<file path="config.mk">
export PLATFORM = sky130hd
export DESIGN_NAME = utf8_stream_decoder_unit_flat
export DESIGN_NICKNAME = d
export VERILOG_FILES = /design/src/hdl/u8d_pkg.sv /design/src/hdl/u8d_in_if.sv /design/src/hdl/u8d_out_if.sv /design/src/hdl/u8d_in_stage.sv /design/src/hdl/u8d_decode.sv /design/src/hdl/u8d_out_stage.sv /design/src/hdl/utf8_stream_decoder_unit.sv /design/src/flat_wrapper.sv
export VERILOG_INCLUDE_DIRS = /design/src /design/src/hdl
export SDC_FILE = /design/constraint.sdc
export NUM_CORES = 1
export LEC_CHECK = 0
export BUFFER_PORTS_ARGS = -buffer_cell sky130_fd_sc_hd__buf_2
export CAP_MARGIN = 20
export CORE_MARGIN = 5
export CORE_UTILIZATION = 59
export CTS_CLUSTER_SIZE = 16
export DETAILED_ROUTE_END_ITERATION = 8
export PLACE_DENSITY = 0.84
export SLEW_MARGIN = 25
export SYNTH_ARGS = -nofsm -noshare
export SYNTH_HDL_FRONTEND = slang
export SYNTH_SLANG_ARGS = --single-unit
export TNS_END_PERCENT = 20
</file>
<file path="constraint.sdc">
create_clock -name i_clk -period 5.4 [get_ports i_clk]
set_input_delay 1.08 -clock i_clk [delete_from_list [all_inputs] [get_ports i_clk]]
set_output_delay 1.08 -clock i_clk [all_outputs]
set_load 0.05 [all_outputs]
</file>
<file path="src/hdl/assert_macros.svh">
// Assertion macros shared by the RTL of the UTF-8 stream decoder.
// Each macro expects i_clk and i_rst_n in the scope where it is used.
`ifndef ASSERT_MACROS_SVH
`define ASSERT_MACROS_SVH

// Same-cycle implication, checked out of reset.
`define ASSERT_IMPL(lbl, ante, cons, msg) \
    lbl: assert property (@(posedge i_clk) disable iff (!i_rst_n) (ante) |-> (cons)) \
        else $error(msg);

// Next-cycle implication, checked out of reset.
`define ASSERT_NEXT(lbl, ante, cons, msg) \
    lbl: assert property (@(posedge i_clk) disable iff (!i_rst_n) (ante) |=> (cons)) \
        else $error(msg);

`endif

</file>
<file path="src/hdl/u8d_pkg.sv">
// Shared widths, lead-byte thresholds, masks and payload types of the
// UTF-8 stream decoder. No dependencies.
package u8d_pkg;

    localparam int unsigned BYTE_W    = 8;
    localparam int unsigned CP_W      = 31;
    localparam int unsigned REM_W     = 3;
    localparam int unsigned CONT_BITS = 6;

    // Lead-byte thresholds: a byte below each bound opens a shorter sequence.
    localparam logic [BYTE_W-1:0] C_LEAD2_MIN = 8'hC0;
    localparam logic [BYTE_W-1:0] C_LEAD3_MIN = 8'hE0;
    localparam logic [BYTE_W-1:0] C_LEAD4_MIN = 8'hF0;
    localparam logic [BYTE_W-1:0] C_LEAD5_MIN = 8'hF8;
    localparam logic [BYTE_W-1:0] C_LEAD6_MIN = 8'hFC;

    // Payload masks for lead bytes of each length.
    localparam logic [BYTE_W-1:0] M_LEAD2 = 8'h1F;
    localparam logic [BYTE_W-1:0] M_LEAD3 = 8'h0F;
    localparam logic [BYTE_W-1:0] M_LEAD4 = 8'h07;
    localparam logic [BYTE_W-1:0] M_LEAD5 = 8'h03;
    localparam logic [BYTE_W-1:0] M_LEAD6 = 8'h01;

    // Continuation bytes still expected after each lead length.
    localparam logic [REM_W-1:0] REM_LEAD2 = 3'd1;
    localparam logic [REM_W-1:0] REM_LEAD3 = 3'd2;
    localparam logic [REM_W-1:0] REM_LEAD4 = 3'd3;
    localparam logic [REM_W-1:0] REM_LEAD5 = 3'd4;
    localparam logic [REM_W-1:0] REM_LEAD6 = 3'd5;

    typedef struct packed {
        logic [BYTE_W-1:0] data_byte;
        logic              end_of_string;
    } t_in_item;

    typedef struct packed {
        logic [CP_W-1:0] code_point;
        logic            error;
        logic            last;
    } t_out_item;

    typedef struct packed {
        logic fire;   // decoder consumed a byte this cycle
        logic busy;   // inside a multi-byte sequence
    } t_dec_status;

endpackage

</file>
<file path="src/hdl/u8d_in_if.sv">
// Byte channel of the UTF-8 stream decoder: valid/ready plus one byte
// and its end-of-string flag. Depends on u8d_pkg.
interface u8d_in_if;
    import u8d_pkg::*;

    logic              valid;
    logic              ready;
    logic [BYTE_W-1:0] data_byte;
    logic              end_of_string;

    modport source (output valid, output data_byte, output end_of_string, input ready);
    modport sink   (input valid, input data_byte, input end_of_string, output ready);
endinterface

</file>
<file path="src/hdl/u8d_out_if.sv">
// Code-point channel of the UTF-8 stream decoder: valid/ready plus the
// code point, error and last flags. Depends on u8d_pkg.
interface u8d_out_if;
    import u8d_pkg::*;

    logic            valid;
    logic            ready;
    logic [CP_W-1:0] code_point;
    logic            error;
    logic            last;

    modport source (output valid, output code_point, output error, output last, input ready);
    modport sink   (input valid, input code_point, input error, input last, output ready);
endinterface

</file>
<file path="src/hdl/u8d_in_stage.sv">
// Input register of the UTF-8 stream decoder: captures one byte transfer.
// Depends on u8d_pkg and u8d_in_if.
module u8d_in_stage (
    input  logic              i_clk,
    input  logic              i_rst_n,
    u8d_in_if.sink            i_in,
    input  logic              i_advance,
    output logic              o_valid,
    output u8d_pkg::t_in_item o_item
);
    import u8d_pkg::*;

    logic     r_valid;
    logic     n_valid;
    t_in_item r_item;

    assign i_in.ready = !r_valid || i_advance;
    assign n_valid    = i_in.ready ? i_in.valid : r_valid;

    always_ff @(posedge i_clk) begin
        if (!i_rst_n) begin
            r_valid <= 1'b0;
        end else begin
            r_valid <= n_valid;
        end
    end

    always_ff @(posedge i_clk) begin
        if (i_in.ready && i_in.valid) begin
            r_item <= '{data_byte: i_in.data_byte, end_of_string: i_in.end_of_string};
        end
    end

    assign o_valid = r_valid;
    assign o_item  = r_item;
endmodule

</file>
<file path="src/hdl/u8d_decode.sv">
// Sequence decoder: holds the pending length and partial code point and
// turns one registered byte into at most one result. Depends on u8d_pkg.
module u8d_decode (
    input  logic                 i_clk,
    input  logic                 i_rst_n,
    input  logic                 i_valid,
    input  u8d_pkg::t_in_item    i_item,
    input  logic                 i_out_free,
    output logic                 o_advance,
    output logic                 o_res_valid,
    output u8d_pkg::t_out_item   o_res,
    output u8d_pkg::t_dec_status o_status
);
    import u8d_pkg::*;

    logic [REM_W-1:0]  r_rem;
    logic [REM_W-1:0]  n_rem;
    logic [CP_W-1:0]   r_partial;
    logic [CP_W-1:0]   n_partial;
    logic [CP_W-1:0]   shifted;
    logic [CP_W-1:0]   cp;
    logic [BYTE_W-1:0] b;
    logic              done;
    logic              eos;
    logic              fire;

    assign b       = i_item.data_byte;
    assign eos     = i_item.end_of_string;
    assign fire    = i_valid && i_out_free;
    assign shifted = {r_partial[CP_W-CONT_BITS-1:0], b[CONT_BITS-1:0]};

    always_comb begin
        n_rem     = r_rem;
        n_partial = r_partial;
        done      = 1'b0;
        cp        = '0;
        if (r_rem == '0) begin
            if (b < C_LEAD2_MIN) begin
                cp   = CP_W'(b);
                done = 1'b1;
            end else if (b < C_LEAD3_MIN) begin
                n_partial = CP_W'(b & M_LEAD2);
                n_rem     = REM_LEAD2;
            end else if (b < C_LEAD4_MIN) begin
                n_partial = CP_W'(b & M_LEAD3);
                n_rem     = REM_LEAD3;
            end else if (b < C_LEAD5_MIN) begin
                n_partial = CP_W'(b & M_LEAD4);
                n_rem     = REM_LEAD4;
            end else if (b < C_LEAD6_MIN) begin
                n_partial = CP_W'(b & M_LEAD5);
                n_rem     = REM_LEAD5;
            end else begin
                n_partial = CP_W'(b & M_LEAD6);
                n_rem     = REM_LEAD6;
            end
        end else begin
            // any byte here counts as continuation, low six bits only
            n_partial = shifted;
            n_rem     = r_rem - REM_W'(1);
            if (r_rem == REM_W'(1)) begin
                cp   = shifted;
                done = 1'b1;
            end
        end
        if (eos) begin
            n_rem     = '0;
            n_partial = '0;
        end else if (done) begin
            n_partial = '0;
        end
    end

    always_ff @(posedge i_clk) begin
        if (!i_rst_n) begin
            r_rem     <= '0;
            r_partial <= '0;
        end else if (fire) begin
            r_rem     <= n_rem;
            r_partial <= n_partial;
        end
    end

    assign o_advance   = i_out_free;
    assign o_res_valid = fire && (done || eos);
    assign o_res       = '{code_point: (done ? cp : '0), error: (eos && !done), last: eos};
    assign o_status    = '{fire: fire, busy: (r_rem != '0)};
endmodule

</file>
<file path="src/hdl/u8d_out_stage.sv">
// Result register of the UTF-8 stream decoder: holds one code-point
// transfer until taken. Depends on u8d_pkg and u8d_out_if.
module u8d_out_stage (
    input  logic               i_clk,
    input  logic               i_rst_n,
    input  logic               i_load,
    input  u8d_pkg::t_out_item i_res,
    u8d_out_if.source          o_out,
    output logic               o_free
);
    import u8d_pkg::*;

    logic      r_valid;
    logic      n_valid;
    t_out_item r_res;

    assign o_free  = !r_valid || o_out.ready;
    assign n_valid = o_free ? i_load : r_valid;

    always_ff @(posedge i_clk) begin
        if (!i_rst_n) begin
            r_valid <= 1'b0;
        end else begin
            r_valid <= n_valid;
        end
    end

    always_ff @(posedge i_clk) begin
        if (o_free && i_load) begin
            r_res <= i_res;
        end
    end

    assign o_out.valid      = r_valid;
    assign o_out.code_point = r_res.code_point;
    assign o_out.error      = r_res.error;
    assign o_out.last       = r_res.last;
endmodule

</file>
<file path="src/hdl/utf8_stream_decoder_unit.sv">
// Top level of the UTF-8 stream decoder: input register, sequence decoder
// and result register. Depends on u8d_pkg, u8d_in_if, u8d_out_if, assert_macros.svh.
//
//   channel | dir | payload                          | role
//   i_in    | in  | data_byte[7:0], end_of_string    | one byte of the encoded string
//   o_out   | out | code_point[30:0], error, last    | decoded code point or error
//
// Takes one byte per clock while o_out is not stalled; a byte is held in the
// input register, and its result is then held in the result register.
// Reset (i_rst_n low, synchronous) empties both registers and clears the
// sequence state. A stall on o_out holds the result register, then the
// input register, and only then drops i_in.ready; no transfer is lost.
`include "assert_macros.svh"

module utf8_stream_decoder_unit (
    input  logic      i_clk,
    input  logic      i_rst_n,
    u8d_in_if.sink    i_in,
    u8d_out_if.source o_out
);
    import u8d_pkg::*;

    logic        w_in_valid;
    t_in_item    w_in_item;
    logic        w_advance;
    logic        w_out_free;
    logic        w_res_valid;
    t_out_item   w_res;
    t_dec_status w_status;
    logic        w_err_out;
    logic        w_eos_taken;

    // Capture the byte transfer; advance whenever the decoder can move on.
    u8d_in_stage u_in_stage (
        .i_clk     (i_clk),
        .i_rst_n   (i_rst_n),
        .i_in      (i_in),
        .i_advance (w_advance),
        .o_valid   (w_in_valid),
        .o_item    (w_in_item)
    );

    // Decode the held byte against the pending sequence state.
    u8d_decode u_decode (
        .i_clk       (i_clk),
        .i_rst_n     (i_rst_n),
        .i_valid     (w_in_valid),
        .i_item      (w_in_item),
        .i_out_free  (w_out_free),
        .o_advance   (w_advance),
        .o_res_valid (w_res_valid),
        .o_res       (w_res),
        .o_status    (w_status)
    );

    // Hold the result until the sink takes it.
    u8d_out_stage u_out_stage (
        .i_clk   (i_clk),
        .i_rst_n (i_rst_n),
        .i_load  (w_res_valid),
        .i_res   (w_res),
        .o_out   (o_out),
        .o_free  (w_out_free)
    );

    assign w_err_out   = o_out.valid && o_out.error;
    assign w_eos_taken = w_status.fire && w_in_item.end_of_string;

    // An error only closes a string.
    `ASSERT_IMPL(a_err_is_last, w_err_out, o_out.last, "error result without last")
    // An error carries no code point.
    `ASSERT_IMPL(a_err_zero_cp, w_err_out, o_out.code_point == '0, "error with code point")
    // The end of a string leaves no sequence pending.
    `ASSERT_NEXT(a_eos_clears, w_eos_taken, !w_status.busy, "state kept past end of string")
endmodule

</file>
<file path="src/flat_wrapper.sv">
// flat-port wrapper written by rule: the top's interface ports become plain ports
module utf8_stream_decoder_unit_flat import u8d_pkg::*;
  (i_clk, i_rst_n, i_in_valid, i_in_data_byte, i_in_end_of_string, i_in_ready, o_out_valid, o_out_code_point, o_out_error, o_out_last, o_out_ready);
  u8d_in_if i_in_i ();
  u8d_out_if o_out_i ();
  input  logic i_clk;
  input  logic i_rst_n;
  input wire logic [$bits(i_in_i.valid)-1:0] i_in_valid;
  input wire logic [$bits(i_in_i.data_byte)-1:0] i_in_data_byte;
  input wire logic [$bits(i_in_i.end_of_string)-1:0] i_in_end_of_string;
  output wire logic [$bits(i_in_i.ready)-1:0] i_in_ready;
  output wire logic [$bits(o_out_i.valid)-1:0] o_out_valid;
  output wire logic [$bits(o_out_i.code_point)-1:0] o_out_code_point;
  output wire logic [$bits(o_out_i.error)-1:0] o_out_error;
  output wire logic [$bits(o_out_i.last)-1:0] o_out_last;
  input wire logic [$bits(o_out_i.ready)-1:0] o_out_ready;
  assign i_in_i.valid = i_in_valid;
  assign i_in_i.data_byte = i_in_data_byte;
  assign i_in_i.end_of_string = i_in_end_of_string;
  assign i_in_ready = i_in_i.ready;
  assign o_out_valid = o_out_i.valid;
  assign o_out_code_point = o_out_i.code_point;
  assign o_out_error = o_out_i.error;
  assign o_out_last = o_out_i.last;
  assign o_out_i.ready = o_out_ready;
  utf8_stream_decoder_unit u_core (.i_clk(i_clk), .i_rst_n(i_rst_n), .i_in(i_in_i), .o_out(o_out_i));
endmodule
</file>
Word level (Yosys, flattened, before mapping)
Cells that the tools add are included.
{"block": "op_classes", "n_reduce_logical": 14, "n_mul": 0, "mux": 21, "order_cmp": 5, "n_bitwise": 0, "add_sub_neg": 1, "eq_ne": 3, "shift": 0, "div_mod_pow": 0}
{"operator": "two-way mux 25 bit", "count": 4}
{"operator": "two-way mux 31 bit", "count": 2}
{"operator": "less-than comparator 8 bit, second input constant", "count": 5}
{"operator": "two-way mux 3 bit", "count": 7}
{"operator": "two-way mux 8 bit", "count": 1}
{"operator": "logical AND 1 bit", "count": 5}
{"operator": "two-way mux 5 bit", "count": 1}
{"operator": "two-way mux 1 bit", "count": 4}
{"operator": "two-way mux 4 bit", "count": 1}
{"operator": "!= test 4 x 3 -> 1 bit, second input constant", "count": 1}
{"operator": "AND reduction 2 bit", "count": 2}
{"operator": "equality test 3 x 1 -> 1 bit, second input constant", "count": 1}
{"operator": "logical NOT 1 bit", "count": 3}
{"operator": "logical NOT 3 bit", "count": 1}
{"operator": "logical OR 1 bit", "count": 3}
{"operator": "!= test 3 x 2 -> 1 bit, second input constant", "count": 1}
{"operator": "subtractor 3 x 1 -> 3 bit, second input constant", "count": 1}
{"operator": "two-way mux 2 bit", "count": 1}
{"block": "word_totals", "word_cells": 53, "ram_bits": 0, "out_inout_bits": 35, "latchBits": 0, "romBits": 0, "mem_count": 0, "ff_bits": 72}

Logic depth before layout (Yosys ltp)
Gate-level depths: netlist of run 1.
{"block": "logic_depth", "depth_word": 9, "ltp_mapped": 7}

By module
From an unflattened synthesis of run 1, not the netlist that was laid out.
{"block": "hier_totals", "cells_unflattened": 201, "hier_area_um2": 2760.1}
{"module": "u8d_decode", "area_per_inst_um2": 1383.8, "seq_area_each_um2": 560.5, "instances": 1, "cells_per_inst": 149}
{"module": "u8d_out_stage", "area_per_inst_um2": 1048.5, "seq_area_each_um2": 1011.0, "instances": 1, "cells_per_inst": 38}
{"module": "u8d_in_stage", "area_per_inst_um2": 327.8, "seq_area_each_um2": 290.3, "instances": 1, "cells_per_inst": 14}

Least setup slack after synthesis of run 1
OpenSTA, ideal clock, no wires.
{"block": "synth_path", "kind": "in2reg", "from": "input o_out_ready", "to": "register u_core.u_out_stage.r_res, in the netlist u_core.u_out_stage.o_out.code_point[0], enable pin", "slack_ns": 1.942, "t_required_ns": 4.977, "path_buffers": 1, "cell_stages": 4, "arrival_time_ns": 3.035, "cell_sequence": "nand2b_1 nand2_1 clkbuf_1 nor2_1"}
{"block": "synth_between", "elab_chain_len": 4}
{"element": "start: declaration", "line": "flat_wrapper.sv:16", "source": "input wire logic [$bits(o_out_i.ready)-1:0] o_out_ready;"}
{"element": "logical OR 1 bit *", "line": "u8d_out_stage.sv:17", "source": "assign o_free = !r_valid || o_out.ready;"}
{"element": "logical AND 1 bit", "line": "u8d_decode.sv:29", "source": "assign fire = i_valid && i_out_free;"}
{"element": "logical AND 1 bit", "line": "u8d_decode.sv:85", "source": "assign o_res_valid = fire && (done || eos);"}
{"element": "logical AND 1 bit *", "line": "u8d_out_stage.sv:29", "source": "if (o_free && i_load) begin"}
{"element": "end signal: assignment", "line": "u8d_out_stage.sv:30", "source": "r_res <= i_res;"}
{"element": "end: declaration", "line": "u8d_out_stage.sv:15", "source": "t_out_item r_res;"}
Every way passes the cells marked *; elsewhere a longest branch is shown, timed or not.
A chain may end at the register's enable or synchronous reset.

Final worst setup path of run 1
{"block": "layout_path", "from": "input o_out_ready", "to": "output i_in_ready"}
{"block": "layout_between", "elab_chain_len": 2}
{"element": "logical OR 1 bit", "line": "u8d_out_stage.sv:17"}
{"element": "logical OR 1 bit", "line": "u8d_in_stage.sv:17", "source": "assign i_in.ready = !r_valid || i_advance;"}
{"element": "end: declaration", "line": "flat_wrapper.sv:11", "source": "output wire logic [$bits(i_in_i.ready)-1:0] i_in_ready;"}
Every way passes these cells.

==> flow_summary_export.csv, run 1 <==
group,metric,value,unit
finish,seqCellArea,1862,µm²
detailed_routing,ant_nets,0,
sta,fin_setup_tns,0,ns
pwr,p_leak,1.217,nW
clock_network,clockBufferDepth,2,
sta,finalHoldViolations,0,
clock_network,cts_max_level,3,
pwr,ir_drop,0.0002572,V
yosys,synth_nets,251,
clock_network,ctsResizeCount,0,
finish,drive_gt1_share,24.74,%
yosys,avgSynthCellArea,11.83,µm²
yosys,syn_inst,235,
detailed_routing,routed_wl,4844,µm
floorplan,coreArea,4661,µm²
grt,antenna_found_initial,0,
clock_network,numCtsBuffers,9,
finish,design_area,3239,µm²
critical_path,crit_arrival,1.57,ns
run,cap_violations,0,
floorplan,design.die.area,6183,µm²
worst_hold_path,hp-class,"register to register",
sta,setup_viol,0,
grt,grt_use_total,17.24,%
floorplan,start_util,59.62,%
detailed_routing,drt_iter0_markers,193,
pwr,p_per_area,339.0,nW/µm²
place,place.gp.congestion,0.7944,
critical_path,worstSetupPathType,"input pin to output port",
finish,final_cell_mix,"47 x buf_2, 42 x edfxtp_1, 30 x dfxtp_1",
sta,drv_slew,0,
grt,first_global_vias,1715,
critical_path,worstPathRequired,4.32,ns
sta,post-route-min-period,2.653,ns
floorplan,chipWidth,78.63,µm
sta,fin_crit_sh,49.14,%
clock_network,post_cts_buffers,0,
sta,tightest_slew,0.9083,ns
critical_path,critPathLaunchType,"input pin",
clock_network,clkSinkCount,72,
place,dp_hpwl,3369,µm
finish,n_fill_cell,337,
yosys,ys_warn_count,0,
grt,grt_overflow_total,0,
critical_path,cp_max_fo,3,
place,io_buffers,47,
yosys,netlist_area,2779,µm²
detailed_routing,drt_pass1_iterations,4,
finish,synthToLayoutAreaGrowth,16.57,%
detailed_routing,wl_per_cell,14.21,µm
finish,num_antenna_cells,0,
yosys,synth_seq_area_share,67.00,%
clock_network,cts_hold_buf,0,
clock_network,root_buffer,"clkbuf_8",
finish,final_common_cell,"buf_2",
critical_path,crit_path_end_kind,"output port",
sta,slew_headroom,39.45,%
place,dpl_cell_area,3032,µm²
floorplan,io_pins,48,
grt,grt_max_degree,34,
yosys,yosys.area.top_type,"edfxtp_1",
run_status,status,"complete, no violations",
detailed_routing,vias_per_cell,5.490,
clock_network,insertion_delay,0.34,ns
grt,grt_pass1_wl,8073,µm
yosys,yosys.area.top_type_share,45.38,%
clock_network,cts_tree,"done",
yosys,synth_cell_types,32,
yosys,ys_ff_latch,72,
detailed_routing,drc,0,
sta,rsz0062_at_grt,"false",
finish,multi_input_area,839.6,µm²
sta,fmax,0.3769,GHz
detailed_routing,via_count,1872,
clock_network,clk_pin_slew_worst_paths,0.07,ns
yosys,synth.area.top_cells,"edfxtp_1 45%, dfxtp_1 22%, and2_1 6.1%",
sta,clock_skew,0.006391,ns
finish,nNetsFinal,298,
floorplan,die_h,78.63,µm
floorplan,rows,25,
-- logic make-up after synthesis --
family | share of synthesized area [%]
AOI/OAI and AO/OA | 10.22
DFF | 67.00
and+or+nand+nor | 18.15
buffers and inverters | 3.287
adders and majority gates | 1.351
-- final cells by class --
type | instances | area share, %
Multi-Input combinational cell | 144 | 25.92
Timing Repair Buffer | 48 | 7.493
Clock buffer | 12 | 5.446
Tap cell | 54 | 2.086
Sequential cell | 72 | 57.47
Inverter | 7 | 0.8111
Clock inverter | 4 | 0.7725
-- critical path, cell delays in order --
cell and delay [ns]:
buf_2 0.10, nand3b_1 0.17, buf_2 0.23
-- state kept, by name, summed over array words and instances, names as in the netlist --
name / cells
u_core.u_out_stage.o_out.valid: 1
u_core.u_out_stage.o_out.last: 1
u_core.u_decode.r_partial: 25
u_core.u_in_stage.o_item: 9
u_core.u_out_stage.o_out.error: 1
u_core.u_in_stage.o_valid: 1
u_core.u_out_stage.o_out.code_point: 31
u_core.u_decode.r_rem: 3
-- worst paths after layout --
kind | from | endpoint | slack, ns | cells past startpoint
worst max-delay path | o_out_ready | i_in_ready | 2.75 | 3
worst min-delay path | u_core.u_decode.r_partial[19] | u_core.u_decode.r_partial[19] | 0.45 | 2
worst max register to register | u_core.u_decode.r_rem[0] | u_core.u_decode.r_partial[1] | 3.14 | 6
worst min register to register | u_core.u_decode.r_partial[19] | u_core.u_decode.r_partial[19] | 0.45 | 2
-- power by group --
group          switching, W  leakage, nW  internal (W)
logic             0.0000693        0.467     0.0000195
clock network      0.000186       0.0995      0.000218
registers        0.00000802        0.651      0.000597
total              0.000263         1.22      0.000835
-- routing by layer --
layer | GRT usage [%] | up-vias | routed length (µm)
met5 | 0 | - | 0
met4 | 8.392 | 0 | 92
met3 | 6.651 | 8 | 284
met2 | 27.33 | 56 | 2509
met1 | 20.50 | 873 | 1958
li1 | - | 935 | -
-- cells in the mapped netlist --
library cell and number:
and2_0 1, nand2b_1 2, dfxtp_1 30, a21oi_2 2, inv_1 7, a21oi_1 22, o2bb2ai_1 1, nand4_1 2
nor2_1 6, a32o_1 7, o211ai_1 1, o31ai_1 1, nand3b_1 1, buf_2 4, a21o_1 1, a21boi_0 1
ha_1 3, nor2b_1 1, o22ai_1 1, and3_1 6, or2_2 1, clkbuf_1 6, a22oi_1 1, o21ba_2 1
buf_6 2, nand3_1 23, nor3b_1 1, and2_1 27, edfxtp_1 42, o21ai_2 1, o21ai_0 3, nand2_1 27
-- stage by stage --
step / hold WS [ns] / setup slack, ns / power [W] / util (%) / cells
2_1_floorplan: 0.4247 / 1.942 / 0.0006858 / - / 235
3_3_place_gp: 0.4362 / 2.488 / 0.0007050 / 65.05 / 325
3_5_place_dp: 0.4453 / 2.378 / 0.0007069 / 65.05 / 325
4_1_cts: 0.4569 / 2.738 / 0.001109 / 69.37 / 341
5_1_grt: 0.4782 / 2.536 / 0.001145 / 69.50 / 341
6_report: 0.4537 / 2.747 / 0.001098 / 69.50 / 341
(Power assumes the default switching activity.)
==> run 2: changes to the inputs <==
--- a/config.mk
+++ b/config.mk
@@ -9,10 +9,10 @@
 export BUFFER_PORTS_ARGS = -buffer_cell sky130_fd_sc_hd__buf_2
 export CAP_MARGIN = 20
 export CORE_MARGIN = 5
-export CORE_UTILIZATION = 59
+export CORE_UTILIZATION = 49
 export CTS_CLUSTER_SIZE = 16
 export DETAILED_ROUTE_END_ITERATION = 8
-export PLACE_DENSITY = 0.84
+export PLACE_DENSITY = 0.75
 export SLEW_MARGIN = 25
 export SYNTH_ARGS = -nofsm -noshare
 export SYNTH_HDL_FRONTEND = slang
==> constraint.sdc (replaced) <==
create_clock -name i_clk -period 2.3 [get_ports i_clk]
set_input_delay 0.46 -clock i_clk [delete_from_list [all_inputs] [get_ports i_clk]]
set_output_delay 0.46 -clock i_clk [all_outputs]
set_load 0.05 [all_outputs]
==> flow_summary_export.csv, run 2 (synthesized netlist as in run 1, its figures left out) <==
group,metric,value,unit
critical_path,crit_path_end_kind,"register",
clock_network,clk_pin_slew_worst_paths,0.07,ns
pwr,p_leak,1.229,nW
detailed_routing,drc,0,
sta,slew_headroom,39.85,%
grt,grt_pass1_wl,8397,µm
clock_network,clkSinkCount,72,
sta,holdWs,0.2851,ns
sta,post-route-min-period,2.159,ns
critical_path,critPathLaunchType,"register",
grt,antenna_found_initial,0,
floorplan,coreArea,5507,µm²
critical_path,cp_cell_sequence,"inv_1 -> ha_1 -> o21ba_2 -> a21oi_2 -> nor2_4",
sta,fin_crit_sh,93.85,%
detailed_routing,wl_per_cell,14.05,µm
floorplan,start_util,50.47,%
clock_network,cts_max_level,3,
finish,nNetsFinal,302,
critical_path,worstSetupPathType,"register to register",
run,cap_violations,0,
critical_path,cp_slowest_cell,"nor2_4",
sta,setup_viol,0,
sta,drv_slew,0,
clock_network,root_buffer,"clkbuf_8",
clock_network,numCtsBuffers,9,
floorplan,design.die.area,7277,µm²
detailed_routing,via_count,1891,
place,place.gp.congestion,0.8734,
finish,num_antenna_cells,0,
grt,first_global_vias,1809,
place,dp_hpwl,3379,µm
floorplan,chipWidth,85.31,µm
critical_path,cp_top_family,"simple AND/OR/NAND/NOR gates",
grt,grt_overflow_total,0,
sta,tightest_slew,0.9021,ns
finish,final_cells,363,
detailed_routing,vias_per_cell,5.209,
critical_path,reg2reg_from,"u_core.u_decode.r_rem[0]",
worst_hold_path,hold_start,"i_in_data_byte[1]",
worst_hold_path,hp-class,"input pin to register",
sta,clock_skew,0.007700,ns
clock_network,clockBufferDepth,2,
finish,synthToLayoutAreaGrowth,18.01,%
sta,rsz0062_at_grt,"false",
detailed_routing,ant_nets,0,
clock_network,ctsResizeCount,0,
place,dp.cells,347,
detailed_routing,drt_iter0_markers,177,
clock_network,post_cts_buffers,0,
sta,fin_setup_tns,0,ns
pwr,power.total,0.002601,W
grt,grt_max_degree,34,
finish,seqCellArea,1862,µm²
finish,n_fill_cell,454,
finish,largest_reg_flops,31,
finish,fin_util,59.55,%
critical_path,cp_max_fo,33,
floorplan,io_pins,48,
critical_path,worstPathRequired,2.27,ns
critical_path,crit_arrival,2.12,ns
finish,final_cell_mix,"47 x buf_2, 42 x edfxtp_1, 30 x dfxtp_1",
clock_network,insertion_delay,0.34,ns
finish,drive_gt1_share,24.40,%
finish,final_common_cell,"buf_2",
clock_network,cts_hold_buf,0,
critical_path,crit_start,"u_core.u_decode.r_rem[0]",
floorplan,rows,27,
sta,finalHoldViolations,0,
grt,grt_use_total,14.94,%
critical_path,r2r_slack,0.14,ns
floorplan,die_h,85.31,µm
pwr,ir_drop,0.0003936,V
run_status,status,"complete, no violations",
clock_network,cts_tree,"done",
detailed_routing,routed_wl,5099,µm
detailed_routing,drt_pass1_iterations,4,
critical_path,slowest_delay,0.67,ns
critical_path,cp_num_buf_inv,1,
place,io_buffers,47,
pwr,p_per_area,793.1,nW/µm²
sta,fmax,0.4633,GHz
finish,multi_input_area,838.3,µm²
==> run 2: cell types whose count changed in the layout (fill, tap and decap cells not counted), sizes merged <==
| cell | previous run | this run |
|---|---|---|
| buf | 48 | 52 |
| bufinv | 0 | 1 |
| clkinvlp | 2 | 1 |
==> run 2: worst reg2reg max path, delay by kind of cell (launching register included) <==
family	cells	cell delay, ns
AND/OR/NAND/NOR	1	0.68
adder cells (fa/ha/maj)	1	0.29
flip-flops	1	0.34
AO/OA/AOI/OAI	2	0.38
buffers and inverters	1	0.09
==> run 2: metal layers <==
metal  up-vias  share of wire [%]  track usage, %
met5         -                  0               0
li1        938                  -               -
met2        69                 48           23.94
met1       871                 41           17.45
met3        13                7.9           5.534
met4         0                2.5           7.770
==> run 2: area by class of cell <==
| type | instances | share of cell area (%) |
|---|---|---|
| repair buffers | 52 | 8.317 |
| well taps | 72 | 2.747 |
| multi-input cells | 144 | 25.56 |
| flip-flops and latches | 72 | 56.77 |
| inverters | 7 | 0.8012 |
| clock inverters | 4 | 1.374 |
| clock buffers | 12 | 4.426 |
==> run 2: path summary, 6_finish.rpt <==
path,end,cells past startpoint
max reg2reg,u_core.u_out_stage.o_out.code_point[14],5
max,u_core.u_out_stage.o_out.code_point[14],5
min reg2reg,u_core.u_decode.r_partial[20],2
min,u_core.u_in_stage.o_item[2],1
==> run 2: power by group <==
part           internal [W]  switching [W]  total, W
Clock              0.000524       0.000440  0.000964
Sequential          0.00140      0.0000196   0.00142
Combinational     0.0000493       0.000165  0.000214
==> run 2: per-stage QoR <==
stage / instance area [µm²] / worst slack, ns
after global placement: 3089 / 0.2347
after global routing: 3279 / 0.01362
after CTS: 3279 / 0.1309
after detailed placement: 3089 / 0.1363
final: 3279 / 0.1414
after floorplan: 2786 / 0.2742
